$ cat config.mk
export PLATFORM = sky130hd
export DESIGN_NAME = gain_scheduled_pi_controller_flat
export DESIGN_NICKNAME = d
export VERILOG_FILES = /design/src/rtl/gspi_pkg.sv /design/src/rtl/gspi_if.sv /design/src/rtl/gspi_regs.sv /design/src/rtl/gspi_mul.sv /design/src/rtl/gain_scheduled_pi_controller.sv /design/src/flat_wrapper.sv
export SDC_FILE = /design/constraint.sdc
export NUM_CORES = 2
export LEC_CHECK = 0
export BUFFER_PORTS_ARGS = -buffer_cell sky130_fd_sc_hd__buf_2
export CORE_ASPECT_RATIO = 2
export CORE_MARGIN = 10
export CORE_UTILIZATION = 30
export CTS_BUF_LIST = sky130_fd_sc_hd__clkbuf_4
export DETAILED_ROUTE_END_ITERATION = 10
export HOLD_SLACK_MARGIN = 0.12
export PLACE_DENSITY = 0.44
export SETUP_SLACK_MARGIN = 0.15
export SKIP_LAST_GASP = 1
export SLEW_MARGIN = 20
export SYNTH_ARGS = -nofsm -noshare
export SYNTH_HDL_FRONTEND = slang
export SYNTH_SLANG_ARGS = --single-unit
$ cat constraint.sdc
create_clock -name clk -period 13.7 [get_ports clk]
set_input_delay 2.74 -clock clk [delete_from_list [all_inputs] [get_ports clk]]
set_output_delay 2.74 -clock clk [all_outputs]
set_load 0.05 [all_outputs]
$ cat src/rtl/gspi_pkg.sv
// Package with shared types, constants and saturation helpers of the gain-scheduled PI controller.
package gspi_pkg;

    localparam int CFG_IDX_W = 3;
    localparam int WEIGHT_W  = 32;
    localparam int STEP_W    = 16;
    localparam int RATE_W    = 16;
    localparam int MUL_W     = 33;
    localparam int PROD_W    = 2 * MUL_W;
    localparam int ACC_W     = 64;

    localparam logic [CFG_IDX_W-1:0] REG_P_CONST = 3'd0;
    localparam logic [CFG_IDX_W-1:0] REG_P_LIN   = 3'd1;
    localparam logic [CFG_IDX_W-1:0] REG_P_QUAD  = 3'd2;
    localparam logic [CFG_IDX_W-1:0] REG_I_CONST = 3'd3;
    localparam logic [CFG_IDX_W-1:0] REG_I_LIN   = 3'd4;
    localparam logic [CFG_IDX_W-1:0] REG_I_QUAD  = 3'd5;
    localparam logic [CFG_IDX_W-1:0] REG_STEP    = 3'd6;

    localparam logic signed [WEIGHT_W-1:0] P_CONST_RST = 32'sd0;
    localparam logic signed [WEIGHT_W-1:0] P_LIN_RST   = 32'sd0;
    localparam logic signed [WEIGHT_W-1:0] P_QUAD_RST  = 32'sd655;
    localparam logic signed [WEIGHT_W-1:0] I_CONST_RST = 32'sd0;
    localparam logic signed [WEIGHT_W-1:0] I_LIN_RST   = 32'sd0;
    localparam logic signed [WEIGHT_W-1:0] I_QUAD_RST  = 32'sd0;
    localparam logic [STEP_W-1:0]          STEP_RST    = 16'd655;

    typedef struct packed {
        logic signed [WEIGHT_W-1:0] p_const;
        logic signed [WEIGHT_W-1:0] p_lin;
        logic signed [WEIGHT_W-1:0] p_quad;
        logic signed [WEIGHT_W-1:0] i_const;
        logic signed [WEIGHT_W-1:0] i_lin;
        logic signed [WEIGHT_W-1:0] i_quad;
        logic [STEP_W-1:0]          step;
    } weights_t;

    // True when the value is representable in 32 signed bits.
    function automatic logic fits32(input logic signed [ACC_W-1:0] x);
        fits32 = (x[ACC_W-1:31] == '0) || (x[ACC_W-1:31] == '1);
    endfunction

    function automatic logic signed [31:0] sat32(input logic signed [ACC_W-1:0] x);
        if (fits32(x))
        begin
            sat32 = x[31:0];
        end
        else
        begin
            sat32 = x[ACC_W-1] ? 32'sh8000_0000 : 32'sh7fff_ffff;
        end
    endfunction

    function automatic logic fits16(input logic signed [ACC_W-1:0] x);
        fits16 = (x[ACC_W-1:15] == '0) || (x[ACC_W-1:15] == '1);
    endfunction

    function automatic logic signed [15:0] sat16(input logic signed [ACC_W-1:0] x);
        if (fits16(x))
        begin
            sat16 = x[15:0];
        end
        else
        begin
            sat16 = x[ACC_W-1] ? 16'sh8000 : 16'sh7fff;
        end
    endfunction

endpackage

$ cat src/rtl/gspi_if.sv
// Channel interfaces for the samples, the results and the register writes.
interface gspi_in_if;
    logic        valid;
    logic        ready;
    logic signed [gspi_pkg::RATE_W-1:0] target_rate;
    logic signed [gspi_pkg::RATE_W-1:0] measured_rate;
    logic signed [gspi_pkg::RATE_W-1:0] vehicle_speed;

    modport source (output valid, target_rate, measured_rate, vehicle_speed, input ready);
    modport sink   (input valid, target_rate, measured_rate, vehicle_speed, output ready);
endinterface

interface gspi_out_if;
    logic        valid;
    logic        ready;
    logic signed [gspi_pkg::RATE_W-1:0] steer_command;
    logic        saturated;

    modport source (output valid, steer_command, saturated, input ready);
    modport sink   (input valid, steer_command, saturated, output ready);
endinterface

interface gspi_cfg_if;
    logic        valid;
    logic        ready;
    logic [gspi_pkg::CFG_IDX_W-1:0] index;
    logic [gspi_pkg::WEIGHT_W-1:0]  data;

    modport source (output valid, index, data, input ready);
    modport sink   (input valid, index, data, output ready);
endinterface

$ cat src/rtl/gspi_regs.sv
// Configuration register file holding the gain schedule weights and the step time.
module gspi_regs
(
    input  logic               clk,
    input  logic               rst_n,
    gspi_cfg_if.sink           cfg,
    output gspi_pkg::weights_t weights
);

    gspi_pkg::weights_t w_reg;

    assign cfg.ready = 1'b1;
    assign weights   = w_reg;

    always_ff @(posedge clk or negedge rst_n)
    begin
        if (!rst_n)
        begin
            w_reg.p_const <= gspi_pkg::P_CONST_RST;
            w_reg.p_lin   <= gspi_pkg::P_LIN_RST;
            w_reg.p_quad  <= gspi_pkg::P_QUAD_RST;
            w_reg.i_const <= gspi_pkg::I_CONST_RST;
            w_reg.i_lin   <= gspi_pkg::I_LIN_RST;
            w_reg.i_quad  <= gspi_pkg::I_QUAD_RST;
            w_reg.step    <= gspi_pkg::STEP_RST;
        end
        else if (cfg.valid)
        begin
            case (cfg.index)
                gspi_pkg::REG_P_CONST: w_reg.p_const <= cfg.data;
                gspi_pkg::REG_P_LIN:   w_reg.p_lin   <= cfg.data;
                gspi_pkg::REG_P_QUAD:  w_reg.p_quad  <= cfg.data;
                gspi_pkg::REG_I_CONST: w_reg.i_const <= cfg.data;
                gspi_pkg::REG_I_LIN:   w_reg.i_lin   <= cfg.data;
                gspi_pkg::REG_I_QUAD:  w_reg.i_quad  <= cfg.data;
                gspi_pkg::REG_STEP:    w_reg.step    <= cfg.data[gspi_pkg::STEP_W-1:0];
                default:               w_reg         <= w_reg;
            endcase
        end
    end

endmodule

$ cat src/rtl/gspi_mul.sv
// Shared signed multiplier with a registered product.
module gspi_mul
(
    input  logic                                clk,
    input  logic signed [gspi_pkg::MUL_W-1:0]   op_a,
    input  logic signed [gspi_pkg::MUL_W-1:0]   op_b,
    output logic signed [gspi_pkg::PROD_W-1:0]  prod_reg
);

    always_ff @(posedge clk)
    begin
        prod_reg <= op_a * op_b;
    end

endmodule

$ cat src/rtl/gain_scheduled_pi_controller.sv
// Top level of the gain-scheduled PI controller: sequencer, accumulator and result register.
//
// Each sample transaction carries a yaw-rate setpoint, a measured yaw rate and the vehicle
// speed. The block schedules kp and ki as quadratics in speed from the configured Q16.16
// weights, integrates the error times step_time into a saturating Q15.16 integral and
// returns one result transaction with kp*error + ki*integral as a saturated Q3.12 steering
// command, plus a flag that is set when the integral or the command was clipped. All
// products go through one registered 33 by 33 bit multiplier that a small sequencer feeds
// one product per cycle, and one 64 bit adder folds them into an accumulator. After a
// sample is accepted the sequencer runs from ST_VV through ST_DONE, and the result becomes
// valid as it leaves ST_DONE; the sample channel is not ready during that time and is ready
// again from the cycle in which the result appears. A finished result sits in its own
// register until taken, so the next sample may already be accepted while it waits; if that
// register is still full when the following update finishes, the sequencer holds its
// result and the sample channel stays not ready until the waiting result is taken.
// Register writes are accepted in every cycle; they belong in the gaps where no sample is
// in flight and take effect from the next sample.
module gain_scheduled_pi_controller
(
    input  logic        clk,
    input  logic        rst_n,
    gspi_in_if.sink     sample,
    gspi_out_if.source  result,
    gspi_cfg_if.sink    cfg
);

    localparam int MW = gspi_pkg::MUL_W;
    localparam int AW = gspi_pkg::ACC_W;

    typedef enum logic [3:0] {
        ST_IDLE,
        ST_VV,
        ST_PLIN,
        ST_PQUAD,
        ST_ILIN,
        ST_IQUAD,
        ST_INTEG,
        ST_KPE,
        ST_KIE,
        ST_SUM,
        ST_DONE
    } state_t;

    gspi_pkg::weights_t weights;

    state_t state_reg, state_next;

    // Sample operands held for the whole update.
    logic signed [15:0] speed_reg, speed_next;
    logic signed [16:0] err_reg, err_next;
    logic signed [31:0] vv_reg, vv_next;
    logic signed [31:0] kp_reg, kp_next;
    logic signed [31:0] ki_reg, ki_next;
    logic signed [AW-1:0] acc_reg, acc_next;
    logic sat_reg, sat_next;

    // Controller state kept across samples.
    logic signed [31:0] integral_reg, integral_next;

    // Result register.
    logic               out_valid_reg, out_valid_next;
    logic signed [15:0] steer_reg, steer_next;
    logic               out_sat_reg, out_sat_next;

    logic signed [MW-1:0] op_a, op_b;
    logic signed [gspi_pkg::PROD_W-1:0] prod_reg;
    logic signed [AW-1:0] prod64;
    logic signed [AW-1:0] add_a, add_b, add_sum;
    logic signed [AW-1:0] acc_scaled;

    gspi_regs u_regs
    (
        .clk     (clk),
        .rst_n   (rst_n),
        .cfg     (cfg),
        .weights (weights)
    );

    gspi_mul u_mul
    (
        .clk      (clk),
        .op_a     (op_a),
        .op_b     (op_b),
        .prod_reg (prod_reg)
    );

    // All products stay well inside 64 bits, so the top bits of the multiplier are dropped.
    assign prod64     = prod_reg[AW-1:0];
    assign add_sum    = add_a + add_b;
    assign acc_scaled = acc_reg >>> 20;

    assign sample.ready         = (state_reg == ST_IDLE);
    assign result.valid         = out_valid_reg;
    assign result.steer_command = steer_reg;
    assign result.saturated     = out_sat_reg;

    // Multiplier operand selection; the product is registered before the adder and the vv register use it.
    always_comb
    begin
        op_a = '0;
        op_b = '0;
        case (state_reg)
            ST_VV:
            begin
                op_a = MW'(speed_reg);
                op_b = MW'(speed_reg);
            end
            ST_PLIN:
            begin
                op_a = MW'(weights.p_lin);
                op_b = MW'(speed_reg);
            end
            ST_PQUAD:
            begin
                op_a = MW'(weights.p_quad);
                op_b = MW'(vv_reg);
            end
            ST_ILIN:
            begin
                op_a = MW'(weights.i_lin);
                op_b = MW'(speed_reg);
            end
            ST_IQUAD:
            begin
                op_a = MW'(weights.i_quad);
                op_b = MW'(vv_reg);
            end
            ST_INTEG:
            begin
                op_a = MW'(err_reg);
                op_b = $signed({{(MW-gspi_pkg::STEP_W){1'b0}}, weights.step});
            end
            ST_KPE:
            begin
                op_a = MW'(kp_reg);
                op_b = MW'(err_reg);
            end
            ST_KIE:
            begin
                op_a = MW'(ki_reg);
                op_b = MW'(integral_reg);
            end
            default:
            begin
                op_a = '0;
                op_b = '0;
            end
        endcase
    end

    // Adder operand selection. Right shifts are arithmetic, so they round toward minus
    // infinity as the fixed-point format requires.
    always_comb
    begin
        add_a = acc_reg;
        add_b = '0;
        case (state_reg)
            ST_PLIN:
            begin
                add_a = AW'(weights.p_const);
            end
            ST_PQUAD:
            begin
                add_b = prod64 >>> 8;
            end
            ST_ILIN:
            begin
                add_b = prod64 >>> 16;
            end
            ST_IQUAD:
            begin
                add_a = AW'(weights.i_const);
                add_b = prod64 >>> 8;
            end
            ST_INTEG:
            begin
                add_b = prod64 >>> 16;
            end
            ST_KPE:
            begin
                add_a = AW'(integral_reg);
                add_b = prod64 >>> 12;
            end
            ST_KIE:
            begin
                add_a = '0;
                add_b = prod64 <<< 4;
            end
            ST_SUM:
            begin
                add_b = prod64;
            end
            default:
            begin
                add_a = acc_reg;
                add_b = '0;
            end
        endcase
    end

    always_comb
    begin
        state_next     = state_reg;
        speed_next     = speed_reg;
        err_next       = err_reg;
        vv_next        = vv_reg;
        kp_next        = kp_reg;
        ki_next        = ki_reg;
        acc_next       = acc_reg;
        sat_next       = sat_reg;
        integral_next  = integral_reg;
        out_valid_next = out_valid_reg;
        steer_next     = steer_reg;
        out_sat_next   = out_sat_reg;

        if (result.ready)
        begin
            out_valid_next = 1'b0;
        end

        case (state_reg)
            ST_IDLE:
            begin
                if (sample.valid)
                begin
                    speed_next = sample.vehicle_speed;
                    err_next   = 17'(sample.target_rate) - 17'(sample.measured_rate);
                    sat_next   = 1'b0;
                    state_next = ST_VV;
                end
            end
            ST_VV:
            begin
                state_next = ST_PLIN;
            end
            ST_PLIN:
            begin
                vv_next    = prod64[31:0];
                acc_next   = add_sum;
                state_next = ST_PQUAD;
            end
            ST_PQUAD:
            begin
                acc_next   = add_sum;
                state_next = ST_ILIN;
            end
            ST_ILIN:
            begin
                acc_next   = add_sum;
                state_next = ST_IQUAD;
            end
            ST_IQUAD:
            begin
                // A clipped gain does not count as saturation.
                kp_next    = gspi_pkg::sat32(acc_reg);
                acc_next   = add_sum;
                state_next = ST_INTEG;
            end
            ST_INTEG:
            begin
                acc_next   = add_sum;
                state_next = ST_KPE;
            end
            ST_KPE:
            begin
                ki_next       = gspi_pkg::sat32(acc_reg);
                integral_next = gspi_pkg::sat32(add_sum);
                sat_next      = !gspi_pkg::fits32(add_sum);
                state_next    = ST_KIE;
            end
            ST_KIE:
            begin
                acc_next   = add_sum;
                state_next = ST_SUM;
            end
            ST_SUM:
            begin
                acc_next   = add_sum;
                state_next = ST_DONE;
            end
            ST_DONE:
            begin
                // Wait here until the result register is free.
                if (!out_valid_reg || result.ready)
                begin
                    out_valid_next = 1'b1;
                    steer_next     = gspi_pkg::sat16(acc_scaled);
                    out_sat_next   = sat_reg || !gspi_pkg::fits16(acc_scaled);
                    state_next     = ST_IDLE;
                end
            end
            default:
            begin
                state_next = ST_IDLE;
            end
        endcase
    end

    always_ff @(posedge clk or negedge rst_n)
    begin
        if (!rst_n)
        begin
            state_reg     <= ST_IDLE;
            integral_reg  <= '0;
            out_valid_reg <= 1'b0;
            steer_reg     <= '0;
            out_sat_reg   <= 1'b0;
        end
        else
        begin
            state_reg     <= state_next;
            integral_reg  <= integral_next;
            out_valid_reg <= out_valid_next;
            steer_reg     <= steer_next;
            out_sat_reg   <= out_sat_next;
        end
    end

    always_ff @(posedge clk)
    begin
        speed_reg   <= speed_next;
        err_reg     <= err_next;
        vv_reg      <= vv_next;
        kp_reg      <= kp_next;
        ki_reg      <= ki_next;
        acc_reg     <= acc_next;
        sat_reg     <= sat_next;
    end

endmodule

$ cat src/flat_wrapper.sv
// flat-port wrapper written by rule: the top's interface ports become plain ports
module gain_scheduled_pi_controller_flat 
  (clk, rst_n, sample_valid, sample_target_rate, sample_measured_rate, sample_vehicle_speed, sample_ready, result_valid, result_steer_command, result_saturated, result_ready, cfg_valid, cfg_index, cfg_data, cfg_ready);
  gspi_in_if sample_i ();
  gspi_out_if result_i ();
  gspi_cfg_if cfg_i ();
  input  logic clk;
  input  logic rst_n;
  input wire logic [$bits(sample_i.valid)-1:0] sample_valid;
  input wire logic [$bits(sample_i.target_rate)-1:0] sample_target_rate;
  input wire logic [$bits(sample_i.measured_rate)-1:0] sample_measured_rate;
  input wire logic [$bits(sample_i.vehicle_speed)-1:0] sample_vehicle_speed;
  output wire logic [$bits(sample_i.ready)-1:0] sample_ready;
  output wire logic [$bits(result_i.valid)-1:0] result_valid;
  output wire logic [$bits(result_i.steer_command)-1:0] result_steer_command;
  output wire logic [$bits(result_i.saturated)-1:0] result_saturated;
  input wire logic [$bits(result_i.ready)-1:0] result_ready;
  input wire logic [$bits(cfg_i.valid)-1:0] cfg_valid;
  input wire logic [$bits(cfg_i.index)-1:0] cfg_index;
  input wire logic [$bits(cfg_i.data)-1:0] cfg_data;
  output wire logic [$bits(cfg_i.ready)-1:0] cfg_ready;
  assign sample_i.valid = sample_valid;
  assign sample_i.target_rate = sample_target_rate;
  assign sample_i.measured_rate = sample_measured_rate;
  assign sample_i.vehicle_speed = sample_vehicle_speed;
  assign sample_ready = sample_i.ready;
  assign result_valid = result_i.valid;
  assign result_steer_command = result_i.steer_command;
  assign result_saturated = result_i.saturated;
  assign result_i.ready = result_ready;
  assign cfg_i.valid = cfg_valid;
  assign cfg_i.index = cfg_index;
  assign cfg_i.data = cfg_data;
  assign cfg_ready = cfg_i.ready;
  gain_scheduled_pi_controller u_core (.clk(clk), .rst_n(rst_n), .sample(sample_i), .result(result_i), .cfg(cfg_i));
endmodule
### After elaboration in Yosys (flattened, before gate mapping)

Cells that the tools add are included.

| cells by class | value |
|---|---|
| add/sub/neg operators | 2 |
| multipliers | 1 |
| eq/ne operators | 21 |
| multiplexer cells | 18 |
| reduce and logical (&&, ||, !) cells | 29 |

Operator list:

| cell | count |
|---|---|
| $pmux 64 s5 | 1 |
| $pmux 33 s8 | 1 |
| $pmux 64 s4 | 1 |
| $pmux 33 s5 | 1 |
| $mux 32 | 4 |
| $eq 33x33->1 const B | 2 |
| $logic_not 33->1 | 2 |
| $add 64x64->64 | 1 |
| $mul 33x33->64 | 1 |
| $eq 49x49->1 const B | 1 |
| $logic_not 49->1 | 1 |
| $pmux 4 s11 | 1 |
| $mux 16 | 2 |
| $reduce_and 2->1 | 11 |
| $sub 16x16->17 | 1 |
| $eq 4x3->1 const B | 4 |
| $eq 4x4->1 const B | 3 |
| $eq 3x3->1 const B | 3 |
| $eq 4x2->1 const B | 2 |
| $mux 4 | 2 |
| $reduce_or 7->1 | 1 |
| $eq 3x2->1 const B | 2 |
| $logic_or 1x1->1 | 5 |
| $eq 4x1->1 const B | 1 |
| other kinds (11) | 17 |

| word-level totals | value |
|---|---|
| register bits after elaboration | 520 |
| bits of input ports | 88 |
| logic and storage cells | 91 |

### Logic depth before layout (Yosys ltp)

| logic depth | value |
|---|---|
| depth after elaboration | 8 |
| mapped depth | 41 |

### Hierarchy

Synthesis repeated with hierarchy kept, for this count alone.

| unflattened totals | value |
|---|---|
| cell total of the unflattened synthesis | 6798 |
| area total of the unflattened synthesis | 66492.5 µm² |

Modules (own cells, without submodules):

| module | instances | cells an instance | area an instance (µm²) | sequential area each (µm²) |
|---|---|---|---|---|
| gspi_mul | 1 | 4291 | 40183.5 | 1321.3 |
| gain_scheduled_pi_controller | 1 | 2056 | 18489.0 | 7176.9 |
| gspi_regs | 1 | 451 | 7820.0 | 5220.0 |

### Worst setup path after synthesis

No wires, ideal clock.

| path | value |
|---|---|
| path type | register to register |
| from | register u_core.state_reg[3] |
| to | register u_core.u_mul.prod_reg[62] (netlist name) |
| data arrival time | 10.045 ns |
| setup slack | 3.583 ns |
| cell stages (with the launch flop) | 37 |
| path buffers | 6 |
| path through | dfrtp_1 -> clkbuf_1 -> clkbuf_1 -> nand2b_1 -> nor3_1 -> clkbuf_1 -> clkbuf_1 -> buf_1 -> a222oi_1 -> nand3_1 -> clkbuf_1 -> nand2_1 -> fa_1 -> fa_1 -> inv_1 -> fa_1 -> inv_1 -> fa_1 -> inv_1 -> fa_1 -> fa_1 -> fa_1 -> inv_1 -> fa_1 -> inv_1 -> ha_1 -> a21oi_1 -> o21ai_0 -> a21o_1 -> nand2_1 -> o21ai_0 -> a41o_1 -> o41a_1 -> a221oi_1 -> o21bai_1 -> a21oi_1 -> xnor2_1 |

| between the ends | value |
|---|---|
| longest elaborated chain between the ends | 4 |
| elaborated cells on any way between the ends | 13 |
| classes of those cells | mul: 1; eq/ne: 8; mux: 2; reduce/logical: 2 |

RTL lines:

| item | RTL line | RTL |
|---|---|---|
| start: declaration | gain_scheduled_pi_controller.sv:46 | `state_t state_reg, state_next;` |
| start signal: assignment | gain_scheduled_pi_controller.sv:311 | `state_reg <= state_next;` |
| $eq 4x1->1 (tied with other cells) | gain_scheduled_pi_controller.sv:102 | `case (state_reg)` |
| $reduce_or 3->1 (no line) or $reduce_or 2->1 (tied branches) | - |  |
| $pmux 33 s5 | gain_scheduled_pi_controller.sv:102 |  |
| $mul 33x33->64 * | gspi_mul.sv:12 | `prod_reg <= op_a * op_b;` |
| end signal: assignment | gspi_mul.sv:12 |  |
| end: declaration | gspi_mul.sv:7 | `output logic signed [gspi_pkg::PROD_W-1:0] prod_reg` |

Mark *: on every way between the ends. The rest lies on a longest branch, timed or not.
A chain may end at the register's enable or synchronous reset.

### Final worst setup path

| path | value |
|---|---|
| from | register u_core.state_reg[2] |
| to | register u_core.u_mul.prod_reg[62] (netlist name) |

Same word-level chain as after synthesis.

==> flow_summary.toml <==
[status]
status = "complete, but fails checks"
violations = "design-rule violations"

[layout]
postLayoutCoreUtil = 0.329
largest_register_ffs = 208
area_growth_pct = 9.43
final_common_cell = "inv_1"
drive_gt1_frac = 0.118
layout_common_cells = "inv_1, fa_1, nand2_1"
fillers = 22300
nNetsFinal = 8252

[routing]
drc = 2
ant_nets = 0
num_vias = 50800
wirelength_mm = 272
avgViaCountPerCell = 5.26
drt_iter0_drc = 3601
first_pass_iters = 11
avgRoutedWirePerCell_um = 28.2

[clock_tree]
cts.clk_slew.worst_paths_ns = 0.08
h-tree-depth = 3
cts_hold_buf = 0
cts_resized = 0
cts_tree = "built"
clk_latency_ns = 1.03
clockBufferDepth = 3
cts_root_buf = "clkbuf_4"
cts_buffers = 116
clkSinkCount = 520
post_cts_buffers = 0

[timing]
fin_tns_setup_ns = 0
rsz0062_at_grt = "false"
period_share = 0.862
finClkSkew_ns = 0.128
post-route-min-period_ns = 11.81
relSlewSlack = 0.196
slew_violations = 0
worstMarginPinSlew_ns = 1.20
clock.fmax_mhz = 84.7
finalSetupViolations = 0
finalHoldViolations = 0

[hold_path]
hold_class = "flop to flop"

[global_routing]
grtUsageTotal = 0.232
antenna_found_initial = 26
grt_start_max_net_pins = 159
grt_overflow = 0
grt_pass1_wl_mm = 393
grt_pass1_vias = 56000

[synthesis]
synth_seq_cells = 520
synthSimpleGateAreaFrac = 0.129
synth-main-ff-cell = "dfrtp_1"
synthCells = 6740
yosys-top-cells-area = "fa_1, dfrtp_1, edfxtp_1, inv_1, ha_1"
synth_xor_area_frac = 0.0172
syn_nets = 8226
yosysWarnings = 0
seq_area_frac_synth = 0.213
synth_top_family_by_area = "adder cells"
syn_area_per_cell_sq_um = 9.51
synth_area_leader_cell = "fa_1"
syn_area_sq_mm = 0.0641
synth_top_area_frac = 0.346
yosys.area_share.adder = 0.403
synthArstFlopShare = 0.504
yosysUniqueCellTypes = 92
synthMuxAreaShare = 0.0374
synth_compound_gate_area_share = 0.105
synth_edf_count = 194

[critical_path]
max_stage_delay_ns = 0.78
cp_data_arrival_time_ns = 12.70
path_delay_family = "adder cells"
end_kind = "flop"
start_kind = "flop"
crit_top_cell = "fa_1"
cp.required_ns = 14.59
path_class = "flop to flop"
crit_slowest_cell = "a221o_1"
crit_path_max_fanout = 64
crit_buf_inv = 8

[placement]
gp_congestion = 1.03
hpwl_mm = 219
port-buffer-count = 106

[die]
dieArea_sq_mm = 0.234
coreArea_sq_mm = 0.213
rows = 240
initial_core_util = 0.301
die_y_um = 674
io_pins = 108
die_w_um = 347

[run]
drv_cap = 0
[worst reg2reg max path, delay by kind of cell (launching register included)]
family	cells	cell delay (ns)
AOI/OAI and AO/OA	11	3.49
xor gates and xnor gates	1	0.13
adders and majority gates	9	4.42
buffers and inverters	8	1.57
DFF	1	0.75
and+or+nand+nor	7	1.34
[layer usage]
layer  part of all wire  vias to the layer above  GRT usage
met3              0.038                      753     0.0257
li1                   -                    21700          -
met4              0.083                       14      0.159
met5            0.00032                        -          0
met1               0.33                    26700      0.229
met2               0.55                     1689      0.446
[area by class of cell]
type	count	area, sq um	share of cell area
Clock inverter	34	191	0.00273
Inverter	1255	4720	0.0672
Tap cell	2783	3480	0.0496
Sequential cell	520	13700	0.195
Multi-Input combinational cell	4603	44800	0.639
Antenna cell	10	25.0	0.000357
Timing Repair Buffer	270	1830	0.0261
Clock buffer	186	1400	0.0199
[cells in the mapped netlist (34+ instances only)]
master    instances
a211oi_1         38
a21o_1           86
a21oi_1         196
a222oi_1         89
a22oi_1         135
buf_1            34
clkbuf_1        314
dfrtp_1         250
dfxtp_1          64
edfxtp_1        194
fa_1           1107
ha_1            291
inv_1          1254
mux2_2          210
nand2_1         776
nand2b_1         38
nand3_1         104
nand4_1          48
nor2_1          747
nor3_1           40
o21a_1           60
o21ai_0          80
xnor2_1          85
xor2_1           41
[logic make-up after synthesis]
| group | count (synthesis) |
|---|---|
| and+or+nand+nor | 1935 |
| buffers and inverters | 1617 |
| adders and majority gates | 1398 |
| AOI/OAI and AO/OA | 930 |
| DFF | 520 |
| muxes | 213 |
| xor gates and xnor gates | 126 |
| other | 1 |
[path summary, 6_finish.rpt]
path / start / slack, ns / cells after the start / endpoint
hold reg to reg: u_core.u_regs.weights[17] / 0.51 / 1 / u_core.u_regs.weights[17]
hold / removal: u_core.u_regs.weights[17] / 0.51 / 1 / u_core.u_regs.weights[17]
setup / recovery: u_core.state_reg[2] / 1.89 / 36 / u_core.u_mul.prod_reg[62]
setup reg to reg: u_core.state_reg[2] / 1.89 / 36 / u_core.u_mul.prod_reg[62]
min in group asynchronous: rst_n / 1.81 / 1 / u_core.u_regs.weights[23]
max in group asynchronous: rst_n / 10.22 / 2 / u_core.result.steer_command[4]
[through the flow]
stage / setup slack (ns) / cells / cell area [sq um] / hold WS [ns]
final: 1.89 / 9661 / 70100 / 0.509
after global routing: 1.37 / 9654 / 70100 / 0.516
after CTS: 1.94 / 9650 / 70100 / 0.510
after detailed placement: 2.05 / 9430 / 68500 / 0.493
after global placement: 1.95 / 9430 / 68500 / 0.487
after floorplan: 3.58 / 6740 / 64100 / 0.431
Power is not shown: default switching activity piles up to over one toggle a cycle in this logic, so the estimate is an artifact.
